<file path="src/hw/rtl/srf_pkg.sv">
// ----------------------------------------------------------------------------
// srf_pkg: shared definitions for the signal range folder
// Default sample width, fold kind codes and the per-beat control bundle.
// ----------------------------------------------------------------------------
package srf_pkg;

  localparam int SAMPLE_WIDTH_DEF = 32;

  typedef enum logic [1:0] {
    KIND_PASS  = 2'd0,
    KIND_BELOW = 2'd1,
    KIND_ABOVE = 2'd2
  } kind_t;

  typedef struct packed {
    logic  valid;
    kind_t kind;
  } ctl_t;

endpackage

</file>
<file path="src/hw/rtl/srf_div_step.sv">
// ----------------------------------------------------------------------------
// srf_div_step: one restoring division step
// Shifts one numerator bit into the partial remainder, compare-subtracts the
// divisor and records the quotient bit. Bounds and control ride along.
// ----------------------------------------------------------------------------
module srf_div_step #(
  parameter int SAMPLE_WIDTH = srf_pkg::SAMPLE_WIDTH_DEF
) (
  input  logic                    clk,
  input  logic                    rst_n,
  input  logic                    adv,
  input  srf_pkg::ctl_t           in_ctl,
  input  logic [SAMPLE_WIDTH-1:0] in_lo,
  input  logic [SAMPLE_WIDTH-1:0] in_hi,
  input  logic [SAMPLE_WIDTH-1:0] in_num,
  input  logic [SAMPLE_WIDTH-1:0] in_den,
  input  logic [SAMPLE_WIDTH-1:0] in_rem,
  output srf_pkg::ctl_t           out_ctl,
  output logic [SAMPLE_WIDTH-1:0] out_lo,
  output logic [SAMPLE_WIDTH-1:0] out_hi,
  output logic [SAMPLE_WIDTH-1:0] out_num,
  output logic [SAMPLE_WIDTH-1:0] out_den,
  output logic [SAMPLE_WIDTH-1:0] out_rem,
  output logic                    out_q
);

  srf_pkg::ctl_t           ctl_r;
  logic [SAMPLE_WIDTH-1:0] lo_r, hi_r, num_r, den_r, rem_r;
  logic                    q_r;

  logic [SAMPLE_WIDTH:0]   trial;
  logic [SAMPLE_WIDTH:0]   diff;
  logic                    ge;
  logic [SAMPLE_WIDTH-1:0] rem_nxt, num_nxt;

  always_comb begin
    trial   = {in_rem, in_num[SAMPLE_WIDTH-1]};
    diff    = trial - {1'b0, in_den};
    ge      = trial >= {1'b0, in_den};
    rem_nxt = ge ? diff[SAMPLE_WIDTH-1:0] : trial[SAMPLE_WIDTH-1:0];
    num_nxt = {in_num[SAMPLE_WIDTH-2:0], 1'b0};
  end

  always_ff @(posedge clk) begin
    if (!rst_n) begin
      ctl_r <= '0;
    end else if (adv) begin
      ctl_r <= in_ctl;
    end
  end

  always_ff @(posedge clk) begin
    if (adv) begin
      lo_r  <= in_lo;
      hi_r  <= in_hi;
      num_r <= num_nxt;
      den_r <= in_den;
      rem_r <= rem_nxt;
      q_r   <= ge;
    end
  end

  assign out_ctl = ctl_r;
  assign out_lo  = lo_r;
  assign out_hi  = hi_r;
  assign out_num = num_r;
  assign out_den = den_r;
  assign out_rem = rem_r;
  assign out_q   = q_r;

endmodule

</file>
<file path="config.mk">
export PLATFORM = sky130hd
export DESIGN_NAME = srf_div_step
export DESIGN_NICKNAME = d
export VERILOG_FILES = /design/src/hw/rtl/srf_pkg.sv /design/src/hw/rtl/srf_div_step.sv
export SDC_FILE = /design/constraint.sdc
export NUM_CORES = 1
export LEC_CHECK = 0
export BUFFER_PORTS_ARGS = -buffer_cell sky130_fd_sc_hd__buf_2
export CORE_AREA = 2 2 129 131
export DETAILED_ROUTE_END_ITERATION = 6
export DIE_AREA = 0 0 131 133
export GPL_TIMING_DRIVEN = 0
export PLACE_DENSITY = 0.77
export SYNTH_ARGS = -nofsm -noshare
export SYNTH_HDL_FRONTEND = slang
export SYNTH_SLANG_ARGS = --single-unit
</file>
<file path="constraint.sdc">
create_clock -name clk -period 7.6 [get_ports clk]
set_clock_uncertainty 0.1 [all_clocks]
set_input_delay 0 -clock clk [delete_from_list [all_inputs] [get_ports clk]]
set_output_delay 0 -clock clk [all_outputs]
set_load 0.03 [all_outputs]
</file>
==> qor.csv, run 1 <==
stage,metric,value,unit
global_route,global-route wire length before repair,36100,um
placed_design,GPL Wtd Cong,0.877,
logic_synthesis,Synth Cell Area,7120,sq um
timing,worst slew pin tran,0.627,ns
route,vias per cell,5.07,
power,register share of total power,42.8,%
route,Starting DRT DRC Count,474,
logic_synthesis,largest cells by area after synthesis,"edfxtp_1 (67%), ha_1 (5.6%), a21oi_1 (4.0%)",
logic_synthesis,leading register cell type out of synthesis,edfxtp_1,
floorplanning,Die W,131,um
timing,final setup fails,0,
cts,Sink Count,163,
route,# DRC,0,
global_route,number of global-route vias before repair,6444,
route,wire length per cell,19.6,um
global_route,global-route total usage across every layer,28.2,%
logic_synthesis,sequential-to-total area share from yosys stat,68.3,%
power,Clk pwr share,33.0,%
final_layout,layout cell share with drive strength beyond 1,36.4,%
setup_path,Worst EP arrival,4.23,ns
logic_synthesis,Synthesized Nets,713,
worst_hold_path,Worst Hold Depth,2,
cts,CTS tree,done,
timing,FMAX,242,MHz
logic_synthesis,Post-synth EDFFs,160,
timing,Tmin final,4.13,ns
worst_hold_path,min-delay src,in_lo[8],
timing,setup TNS,0,ns
status,status,"finished, final reports clean",
logic_synthesis,#FFs+latches synth,163,
setup_path,CP peak stage delay,0.59,ns
final_layout,final instance area,11300,sq um
cts,later-pin clock latency in the skew report,0.44,ns
power,switching pwr,0.836,mW
floorplanning,Core Region,16200,sq um
logic_synthesis,Cells after Synth,514,
setup_path,critical path launch point type,input pin,
cts,clk slew on worst S/H paths,0.07,ns
power,maximum vdd drop,0.000167,V
power,internal power,1.76,mW
floorplanning,initial core utilization,44.1,%
logic_synthesis,Unique masters post-synth,49,
setup_path,CP Max Fanout,10,
cts,CTS Buf Count,17,
global_route,initial antenna violation count,1,
floorplanning,die area,17400,sq um
floorplanning,number of I/O pins,330,
timing,period utilization,54.4,%
logic_synthesis,Syn Area/Cell,13.9,sq um
setup_path,CP dominant cell by count,dlygate4sd3_1,
worst_hold_path,Worst Hold Endpoint,out_lo[8]$_DFFE_PP_,
logic_synthesis,Synth area leader,edfxtp_1,
route,via count,6397,
power,sw frac,32.2,%
final_layout,# nets final,1226,
setup_path,critical path required time,7.69,ns
setup_path,cell with the largest stage delay on the worst path,o31ai_4,
worst_hold_path,hold crit path type,in -> reg,
timing,Worst slew margin,58.2,%
global_route,GRT Residual Overflow,0,
timing,unrepaired setup endpoints after global routing,no,
final_layout,Filler cells,1056,
logic_synthesis,"FFs w/ async S/R, synth",0,%
final_layout,Register Area,4860,sq um
placed_design,IO Port Bufs,328,
setup_path,R2R Path Start,out_ctl[0]$_SDFFE_PN0P_,
setup_path,Critical Path End Type,flop,
setup_path,crit-path cells,"dlygate4sd3_1, buf_2, inv_1, ha_1, clkbuf_1, nand4_1, or4_1, a21oi_1, nor3_1, a211oi_2, o21ai_2, o31ai_4, buf_4, o22ai_1, dlygate4sd3_1",
power,leakage,4.99,nW
placed_design,hpwl dp,15400,um
final_layout,Multi-input gate area,2020,sq um
cts,Post-CTS Setup Bufs,0,
power,pwr dens,229,nW/um^2
logic_synthesis,Synth warnings,0,
logic_synthesis,most frequent cell after synthesis,edfxtp_1,
global_route,largest net degree at the start of global routing,108,
setup_path,critical path type,in -> reg,
logic_synthesis,post-synth top area share,67.4,%
power,combinational share of power,24.1,%
route,final WL,24700,um
run,Max Cap Viol,0,
floorplanning,Core Rows,47,
logic_synthesis,synth cell count leaders,"edfxtp_1 (160), a21oi_1 (57), inv_1 (38)",
floorplanning,height of the chip,133,um
setup_path,Reg2Reg Setup Slack,6.34,ns
cts,Bufs on Longest Clock Path,2,
setup_path,Worst R2R End,out_ctl[0]$_SDFFE_PN0P_,
route,ANT nets after route,0,
route,drt first pass iters,5,
placed_design,Area after DPL,9070,sq um
cts,Root Driver,clkbuf_16,
timing,max-slew violation count,0,
timing,Fin. Hold Viols,0,
setup_path,r2r worst-path depth,3,
final_layout,area grow syn2layout,58.8,%
cts,# H-tree levels,4,
-- placed cells by master, fill, tap and decap left out, types with 13 or more instances in the layout --
master	Yosys	layout
a21o_1	13	13
a21oi_1	57	57
buf_2	2	329
clkbuf_16	0	17
dlygate4sd3_1	0	165
edfxtp_1	160	160
ha_1	32	32
inv_1	38	38
nand2_1	27	27
nor2_1	36	36
o21ai_0	15	15
xnor2_1	14	14
xor2_1	13	13
-- per-stage QoR --
| step | power, mW | utilization (%) | cells | hold WS, ns | setup slack [ns] |
|---|---|---|---|---|---|
| floorplan | 1.47 | - | 514 | -0.00113 | 4.68 |
| global placement | 1.66 | 55.9 | 1062 | 0.0766 | 3.98 |
| detailed placement | 1.67 | 56.1 | 1063 | 0.0781 | 3.94 |
| CTS | 2.58 | 69.9 | 1260 | 0.157 | 3.46 |
| global route | 2.68 | 69.9 | 1261 | 0.169 | 3.17 |
| finish | 2.59 | 69.9 | 1261 | 0.166 | 3.47 |
-- power by group through the flow --
stage	logic [mW]	clock network, mW	registers [mW]
after floorplan	0.166	0	1.31
after global placement	0.532	0	1.13
after detailed placement	0.540	0	1.13
after CTS	0.613	0.858	1.11
after global routing	0.664	0.899	1.12
final	0.626	0.857	1.11
-- cell type report --
cell class / instances / area share (%)
diodes: 1 / 0.0221
plain buffers: 17 / 0.818
clock buffers: 17 / 3.76
clock inverters: 15 / 1.39
inverters: 38 / 1.26
multi-input cells: 296 / 17.9
flip-flops and latches: 163 / 43.0
well taps: 220 / 2.43
repair buffers: 494 / 29.4
-- routing by layer --
metal | global-route usage (%) | part of all wire, %
met4 | 13.7 | 4.2
met5 | 0 | 0
met3 | 8.45 | 8.7
met1 | 33.2 | 38
met2 | 46.7 | 49
-- sequential cells by signal, indices dropped and copies added, names as in the netlist --
signal,cells
out_lo,32
out_q,1
out_den,32
out_hi,32
out_ctl,3
out_num,31
out_rem,32
-- how the worst max path moves through the flow --
stage,startpoint,endpoint,slack [ns],cells after the start
finish,in_den[16],out_rem[29]$_DFFE_PP_,3.47,15
global placement,in_den[16],out_rem[23]$_DFFE_PP_,3.98,13
global route,in_den[16],out_rem[29]$_DFFE_PP_,3.17,15
detailed placement,in_den[16],out_rem[23]$_DFFE_PP_,3.94,13
floorplan,in_den[18],out_rem[13]$_DFFE_PP_,4.68,12
CTS,in_den[16],out_rem[29]$_DFFE_PP_,3.46,15
-- cell families (layout without fill, tap and decap cells) --
| logic type | count (synthesis) | in the layout | share of synthesized area [%] |
|---|---|---|---|
| flip-flops | 163 | 163 | 68.3 |
| AO/OA/AOI/OAI | 119 | 119 | 10.4 |
| AND/OR/NAND/NOR | 102 | 102 | 6.64 |
| buffers and inverters | 55 | 581 | 3.30 |
| adder cells (fa/ha/maj) | 33 | 33 | 5.90 |
| XOR/XNOR | 27 | 27 | 3.32 |
| multiplexers | 14 | 14 | 2.14 |
| other | 1 | 2 | 0.0526 |
-- repair_timing --
item,in CTS,in global routing
hold buffers,165,0
gates resized for setup,0,0
endpoints found under the hold margin,218,0
-- worst max-delay path, delay by kind of cell --
family	cells	cell delay (ns)
AO/OA/AOI/OAI	5	1.24
adder cells (fa/ha/maj)	1	0.26
buffers and inverters	6	1.90
AND/OR/NAND/NOR	3	0.84
Note: power is estimated with default switching activity, not from simulation.
==> run 2: changes to the inputs <==
Settings changed: CORE_AREA 2 2 129 131 to not set, CORE_ASPECT_RATIO set to 0.8, CORE_MARGIN set to 2, CORE_UTILIZATION set to 42, DIE_AREA 0 0 131 133 to not set, PLACE_DENSITY 0.77 to 0.76.
Clock period 7.6 ns to 3.5 ns, I/O delays scaled along.
==> run 2 against run 1 <==
  * The flow now finishes with violations (negative hold slack)
  * Flip-flop and latch count is the same
  * Wire length increased by 1.5%
  * Sequential share of layout area fell by 0.38 points
  * Sequential power up 120%
  * Worst hold slack worse by 0.17 ns
  * Clock-buffer cell count is 1 higher
  * Non-clock buffer count increased by 4
  * Combinational power increased by 120%
  * Clock power increased by 130%
  * Core utilization is 1.0 points lower
  * Global-route usage down 1.2 points
  * Final cell count rose by 0.48%
==> qor.csv, run 2 (synthesis gave the netlist of run 1 again) <==
stage,metric,value,unit,change
timing,Worst slew margin,59.5,%,+1.3 points
final_layout,Filler cells,1168,,+11%
setup_path,Critical Path End Type,flop,,
timing,worst slew pin tran,0.607,ns,-0.0198 ns
setup_path,CP peak stage delay,0.55,ns,-0.04 ns
timing,setup TNS,0,ns,unchanged
placed_design,placed insts,1063,,unchanged
global_route,largest net degree at the start of global routing,104,,-3.7%
timing,Fin. Hold Viols,1,,+1
floorplanning,Die W,150,um,+14%
power,combinational share of power,23.9,%,-0.2 points
setup_path,critical path type,in -> reg,,
cts,Sink Count,163,,unchanged
power,Clk pwr share,34.1,%,+1.1 points
timing,final setup fails,0,,unchanged
floorplanning,initial core utilization,43.0,%,-1.0 points
global_route,number of global-route vias before repair,6375,,-1.1%
final_layout,layout cell share with drive strength beyond 1,36.9,%,+0.44 points
cts,clk slew on worst S/H paths,0.07,ns,about the same
power,sw frac,30.7,%,-1.5 points
route,wire length per cell,19.8,um,+0.99%
floorplanning,die area,18000,sq um,+3.5%
power,pwr dens,503,nW/um^2,+120%
floorplanning,number of I/O pins,330,,unchanged
placed_design,hpwl dp,16100,um,+4.3%
setup_path,R2R Path Start,out_ctl[0]$_SDFFE_PN0P_,,
global_route,global-route wire length before repair,35700,um,-1.1%
setup_path,r2r worst-path depth,3,,unchanged
timing,max-slew violation count,0,,unchanged
placed_design,Area after DPL,9070,sq um,unchanged
setup_path,Worst R2R End,out_ctl[0]$_SDFFE_PN0P_,,
timing,FMAX,298,MHz,
worst_hold_path,hold crit path type,in -> reg,,
final_layout,Register Area,4860,sq um,unchanged
power,switching pwr,1.77,mW,+110%
route,final WL,25100,um,+1.5%
setup_path,crit path launch,in_den[3],,
cts,Root Driver,clkbuf_16,,
run,Max Cap Viol,0,,unchanged
route,ANT nets after route,0,,unchanged
placed_design,IO Port Bufs,328,,unchanged
final_layout,final instance count without filler cells,1267,,+0.48%
timing,period utilization,95.9,%,
power,register share of total power,42.0,%,-0.8 points
route,# DRC,0,,unchanged
setup_path,Reg2Reg Setup Slack,2.23,ns,-4.11 ns
cts,CTS Buf Count,17,,unchanged
route,Starting DRT DRC Count,425,,-10%
floorplanning,height of the chip,120,um,-9.4%
cts,Bufs on Longest Clock Path,2,,unchanged
route,via count,6418,,+0.33%
worst_hold_path,Worst Hold Endpoint,out_rem[0]$_DFFE_PP_,,
setup_path,critical path required time,3.63,ns,-4.06 ns
global_route,initial antenna violation count,5,,+4
timing,Tmin final,3.36,ns,
power,maximum vdd drop,0.000277,V,+65%
setup_path,cell family with most CP delay,compound AO/OA/AOI/OAI gates,,
cts,later-pin clock latency in the skew report,0.42,ns,-0.02 ns
final_layout,area grow syn2layout,60.2,%,
timing,Hold WS,-0.00779,ns,-0.174 ns
floorplanning,Core Rows,42,,-11%
final_layout,final instance area,11400,sq um,+0.88%
status,failing checks,negative hold slack,,
setup_path,crit-path cells,"dlygate4sd3_1, buf_2, inv_1, ha_1, a21o_1, a21oi_1, a21oi_1, nor3_1, a211oi_2, o21ai_2, o31ai_4, buf_12, buf_6, buf_4, a21oi_1",,
timing,unrepaired setup endpoints after global routing,no,,
setup_path,CP dominant cell by count,a21oi_1,,
status,status,finished with violations,,
setup_path,critical path launch point type,input pin,,
cts,CTS tree,done,,
global_route,GRT Residual Overflow,0,,unchanged
setup_path,CP Buf/Inv Count,6,,unchanged
final_layout,"commonest non-fill, non-tap cells in the layout","buf_2 (329), dlygate4sd3_1 (165), edfxtp_1 (160)",,
power,leakage,5.03,nW,+0.75%
placed_design,GPL Wtd Cong,0.863,,-1.6%
final_layout,Multi-input gate area,2040,sq um,+0.56%
power,internal power,3.98,mW,+130%
worst_hold_path,Worst Hold Depth,3,,+1
final_layout,"leading cell type in the layout, fill and taps excluded",buf_2,,
global_route,global-route total usage across every layer,27.0,%,-1.2 points
setup_path,cell with the largest stage delay on the worst path,dlygate4sd3_1,,
power,PnR Total Power,5.74,mW,+120%
worst_hold_path,min-delay src,in_den[0],,
route,vias per cell,5.07,,-0.15%
floorplanning,Core Region,16600,sq um,+2.4%
route,drt first pass iters,6,,+1
cts,# H-tree levels,4,,unchanged
setup_path,CP Max Fanout,10,,unchanged
setup_path,Worst EP arrival,3.49,ns,-0.74 ns
final_layout,# nets final,1230,,+0.33%
==> run 2: cell types whose count changed in the layout (fill, tap and decap cells not counted), sizes merged, moves of 2 or more <==
cell      change
bufinv        +2
clkinv        -4
diode         +2
clkinvlp      +2
buf           +4
==> run 2: area by class of cell <==
| type | count | area share, % |
|---|---|---|
| inverters | 38 | 1.25 |
| clock inverters | 14 | 1.62 |
| plain buffers | 17 | 0.811 |
| flip-flops and latches | 163 | 42.6 |
| multi-input cells | 296 | 17.8 |
| diodes | 3 | 0.0658 |
| repair buffers | 498 | 29.5 |
| well taps | 220 | 2.41 |
| clock buffers | 18 | 3.85 |
==> run 2: worst min-delay path, stage by stage <==
cell and delay (ns):
buf_2 0.12, ha_1 0.15, a21oi_1 0.07
==> run 2: through the flow <==
step                hold slack [ns]  setup WS (ns)  utilization [%]
CTS                          -0.300        0.00400             68.5
finish                     -0.00779          0.142             68.9
global route                0.00256         0.0156             68.9
global placement             0.0768         -0.157             54.6
detailed placement           0.0781         -0.168             54.8
floorplan                  -0.00113          0.578                -
==> run 2: power by group through the flow <==
stage	sequential (mW)	combinational, mW	clock (mW)
final	2.41	1.37	1.96
after global routing	2.43	1.45	2.07
after CTS	2.41	1.33	1.99
after detailed placement	2.45	1.17	0
after global placement	2.45	1.15	0
after floorplan	2.84	0.362	0
==> run 2: routing by layer <==
metal	track usage (%)	routed length, um	vias up
met2	46.2	12400	327
met5	0	23	-
met1	32.3	9640	3079
li1	-	-	2953
met3	7.21	1990	55
met4	11.0	1010	4
==> run 2: worst max-delay path by stage <==
stage,end,slack (ns),cells past startpoint
after floorplan,out_rem[30]$_DFFE_PP_,0.58,12
after global placement,out_rem[30]$_DFFE_PP_,-0.16,13
after detailed placement,out_rem[23]$_DFFE_PP_,-0.17,13
after CTS,out_rem[30]$_DFFE_PP_,0.004,12
after global routing,out_rem[14]$_DFFE_PP_,0.02,16
final,out_rem[20]$_DFFE_PP_,0.14,15
==> run 2: what timing repair did <==
| action | in CTS | in global routing |
|---|---|---|
| buffers inserted | 0 | 4 |
| gates resized for setup | 0 | 2 |
| setup endpoints to repair | 0 | 26 |
| hold endpoints to repair | 221 | 2 |
| hold buffers | 163 | 2 |
==> run 3: changes to the inputs <==
Settings changed: CAP_MARGIN set to 0, GPL_TIMING_DRIVEN 0 to not set.
==> run 3 against run 2 <==
  * The flow now finishes without violations
  * First-iteration DRC count shrank 4.0%
  * Power decreased by 2.6%
  * Via count shrank 1.5%
  * Final cell count decreased by 1.2%
  * Core utilization decreased by 0.87 points
  * Worst hold slack improved by 0.19 ns
  * Worst setup slack improved by 0.059 ns
  * Register-to-register slack worse by 0.02 ns
  * Sequential power hardly changed
  * Cell area decreased by 1.3%
  * Maximum frequency is 1.8% higher
  * Non-clock buffer count down 15
  * Critical path type unchanged
  * Highest routed layer unchanged
==> qor.csv, run 3 (synthesis gave the netlist of run 1 again) <==
stage,metric,value,unit,change
status,status,"finished, final reports clean",,
global_route,number of global-route vias before repair,6351,,-0.38%
setup_path,CP Buf/Inv Count,3,,-3
route,Starting DRT DRC Count,408,,-4.0%
route,final WL,24500,um,-2.2%
floorplanning,die area,18000,sq um,unchanged
route,drt first pass iters,5,,-1
worst_hold_path,Worst Hold Depth,2,,-1
cts,Sink Count,163,,unchanged
worst_hold_path,Worst Hold Endpoint,out_num[24]$_DFFE_PP_,,
final_layout,layout cell share with drive strength beyond 1,36.5,%,-0.34 points
setup_path,crit-path cells,"dlygate4sd3_1, buf_2, inv_1, ha_1, fa_1, nand2b_1, a21oi_1, o2111ai_1, o311a_1, a21oi_2, a21oi_1, o41ai_1, xor2_1, mux2_1",,
timing,final setup fails,0,,unchanged
cts,later-pin clock latency in the skew report,0.42,ns,about the same
setup_path,Worst EP arrival,3.37,ns,-0.12 ns
floorplanning,Die W,150,um,unchanged
placed_design,setup slack at placement,0.223,ns,+0.391 ns
run,Max Cap Viol,0,,unchanged
cts,CTS Buf Count,17,,unchanged
final_layout,final instance area,11300,sq um,-1.3%
final_layout,"leading cell type in the layout, fill and taps excluded",buf_2,,
global_route,initial antenna violation count,3,,-2
timing,FMAX,303,MHz,+1.8%
route,ANT nets after route,0,,unchanged
timing,setup ws final,0.201,ns,+0.0590 ns
timing,worst slew pin tran,0.667,ns,+0.0598 ns
global_route,GR Layer Usage met1,32.7,%,+0.45 points
floorplanning,initial core utilization,43.0,%,unchanged
setup_path,critical path type,in -> reg,,
timing,Hold WS,0.179,ns,+0.187 ns
power,maximum vdd drop,0.000281,V,+1.7%
final_layout,# nets final,1215,,-1.2%
timing,unrepaired setup endpoints after global routing,no,,
global_route,largest net degree at the start of global routing,70,,-33%
final_layout,"commonest non-fill, non-tap cells in the layout","buf_2 (327), dlygate4sd3_1 (165), edfxtp_1 (160)",,
final_layout,Filler cells,1134,,-2.9%
cts,Bufs on Longest Clock Path,2,,unchanged
setup_path,CP Max Fanout,3,,-7
worst_hold_path,min-delay src,in_num[23],,
timing,Tmin final,3.30,ns,-0.0590 ns
placed_design,Area after DPL,9030,sq um,-0.47%
setup_path,CP dominant cell by count,a21oi_1,,
worst_hold_path,hold crit path type,in -> reg,,
setup_path,r2r worst-path depth,3,,unchanged
global_route,M3 GR Usage,7.36,%,+0.15 points
setup_path,Critical Path End Type,flop,,
setup_path,critical path required time,3.57,ns,-0.06 ns
setup_path,critical path launch point type,input pin,,
final_layout,area grow syn2layout,58.2,%,
timing,Worst slew margin,55.6,%,-4.0 points
setup_path,Worst R2R End,out_ctl[1]$_SDFFE_PN0P_,,
global_route,global-route wire length before repair,36200,um,+1.4%
timing,period utilization,94.3,%,-1.7 points
global_route,global-route total usage across every layer,27.2,%,+0.20 points
route,vias per cell,5.05,,-0.36%
placed_design,GPL Wtd Cong,0.884,,+2.4%
cts,Root Driver,clkbuf_16,,
global_route,GRT Residual Overflow,0,,unchanged
setup_path,cell with the largest stage delay on the worst path,dlygate4sd3_1,,
timing,Fin. Hold Viols,0,,-1
timing,max-slew violation count,0,,unchanged
cts,# H-tree levels,4,,unchanged
power,pwr dens,497,nW/um^2,-1.3%
cts,Post-CTS Setup Bufs,0,,unchanged
setup_path,R2R Path Start,out_ctl[1]$_SDFFE_PN0P_,,
placed_design,IO Port Bufs,328,,unchanged
floorplanning,Core Rows,42,,unchanged
timing,setup TNS,0,ns,unchanged
floorplanning,height of the chip,120,um,unchanged
power,leakage,4.96,nW,-1.3%
route,via count,6319,,-1.5%
setup_path,cell family with most CP delay,compound AO/OA/AOI/OAI gates,,
route,# DRC,0,,unchanged
floorplanning,number of I/O pins,330,,unchanged
route,wire length per cell,19.6,um,-1.0%
cts,CTS tree,done,,
placed_design,hpwl dp,16100,um,-0.24%
global_route,gr busiest metal,met2,,
setup_path,Reg2Reg Setup Slack,2.21,ns,-0.02 ns
floorplanning,Core Region,16600,sq um,unchanged
cts,clk slew on worst S/H paths,0.07,ns,about the same
global_route,met2 Use GR,45.6,%,-0.63 points
setup_path,CP peak stage delay,0.52,ns,-0.03 ns
setup_path,critical path depth in cells,14,,-1
run 3: changes by cell type in the layout (fill, tap and decap cells not counted), moves of 2 or more:
cell      delta
buf_4        -4
clkinv_8     -2
inv_6        +2
clkbuf_1     -8
buf_2        -2
run 3: routing by layer:
layer  vias up  wire length, um
met5         -                9
met4         2             1110
met3        65             1990
met2       290            12000
met1      3045             9420
li1       2917                -
run 3: power breakdown:
| group | internal (mW) | leakage [nW] | switching [mW] |
|---|---|---|---|
| logic | 0.502 | 3.10 | 0.852 |
| clock network | 1.00 | 0.276 | 0.822 |
| registers | 2.36 | 1.59 | 0.0525 |
| total | 3.87 | 4.96 | 1.73 |
run 3: metrics by stage:
stage / util (%) / total power [mW] / std cells
global placement: 54.6 / 3.60 / 1052
finish: 68.1 / 5.60 / 1252
detailed placement: 54.6 / 3.62 / 1052
global route: 68.0 / 5.80 / 1250
floorplan: - / 3.20 / 514
CTS: 68.0 / 5.59 / 1249
run 3: layout make-up:
type | count | area (sq um) | share of cell area [%]
antenna | 3 | 7.51 | 0.0666
clock buffer | 18 | 429 | 3.81
clock inverter | 14 | 140 | 1.24
inverter | 38 | 143 | 1.27
multi-input combinational | 296 | 2030 | 18.0
sequential | 163 | 4860 | 43.2
tap | 220 | 275 | 2.44
timing repair buffer | 500 | 3380 | 30.0
run 3: worst max-delay path by stage:
stage	from	endpoint	slack (ns)
floorplan	in_den[18]	out_rem[30]$_DFFE_PP_	0.58
global placement	in_den[7]	out_rem[23]$_DFFE_PP_	0.32
detailed placement	in_den[7]	out_rem[30]$_DFFE_PP_	0.22
CTS	in_rem[6]	out_rem[30]$_DFFE_PP_	0.14
global route	in_den[16]	out_rem[23]$_DFFE_PP_	0.003
finish	in_num[31]	out_rem[30]$_DFFE_PP_	0.20
run 3: worst register-to-register path: cells and delay by family, from the launching register on:
| kind | cells | cell delay [ns] |
|---|---|---|
| and+or+nand+nor | 1 | 0.07 |
| muxes | 1 | 0.14 |
| DFF | 1 | 0.33 |
| buffers and inverters | 1 | 0.55 |
run 3: timing repair:
action	CTS	global route
gates resized for setup	0	2
hold endpoints to repair	167	0
hold buffers	165	0
endpoints found under the setup margin	0	3
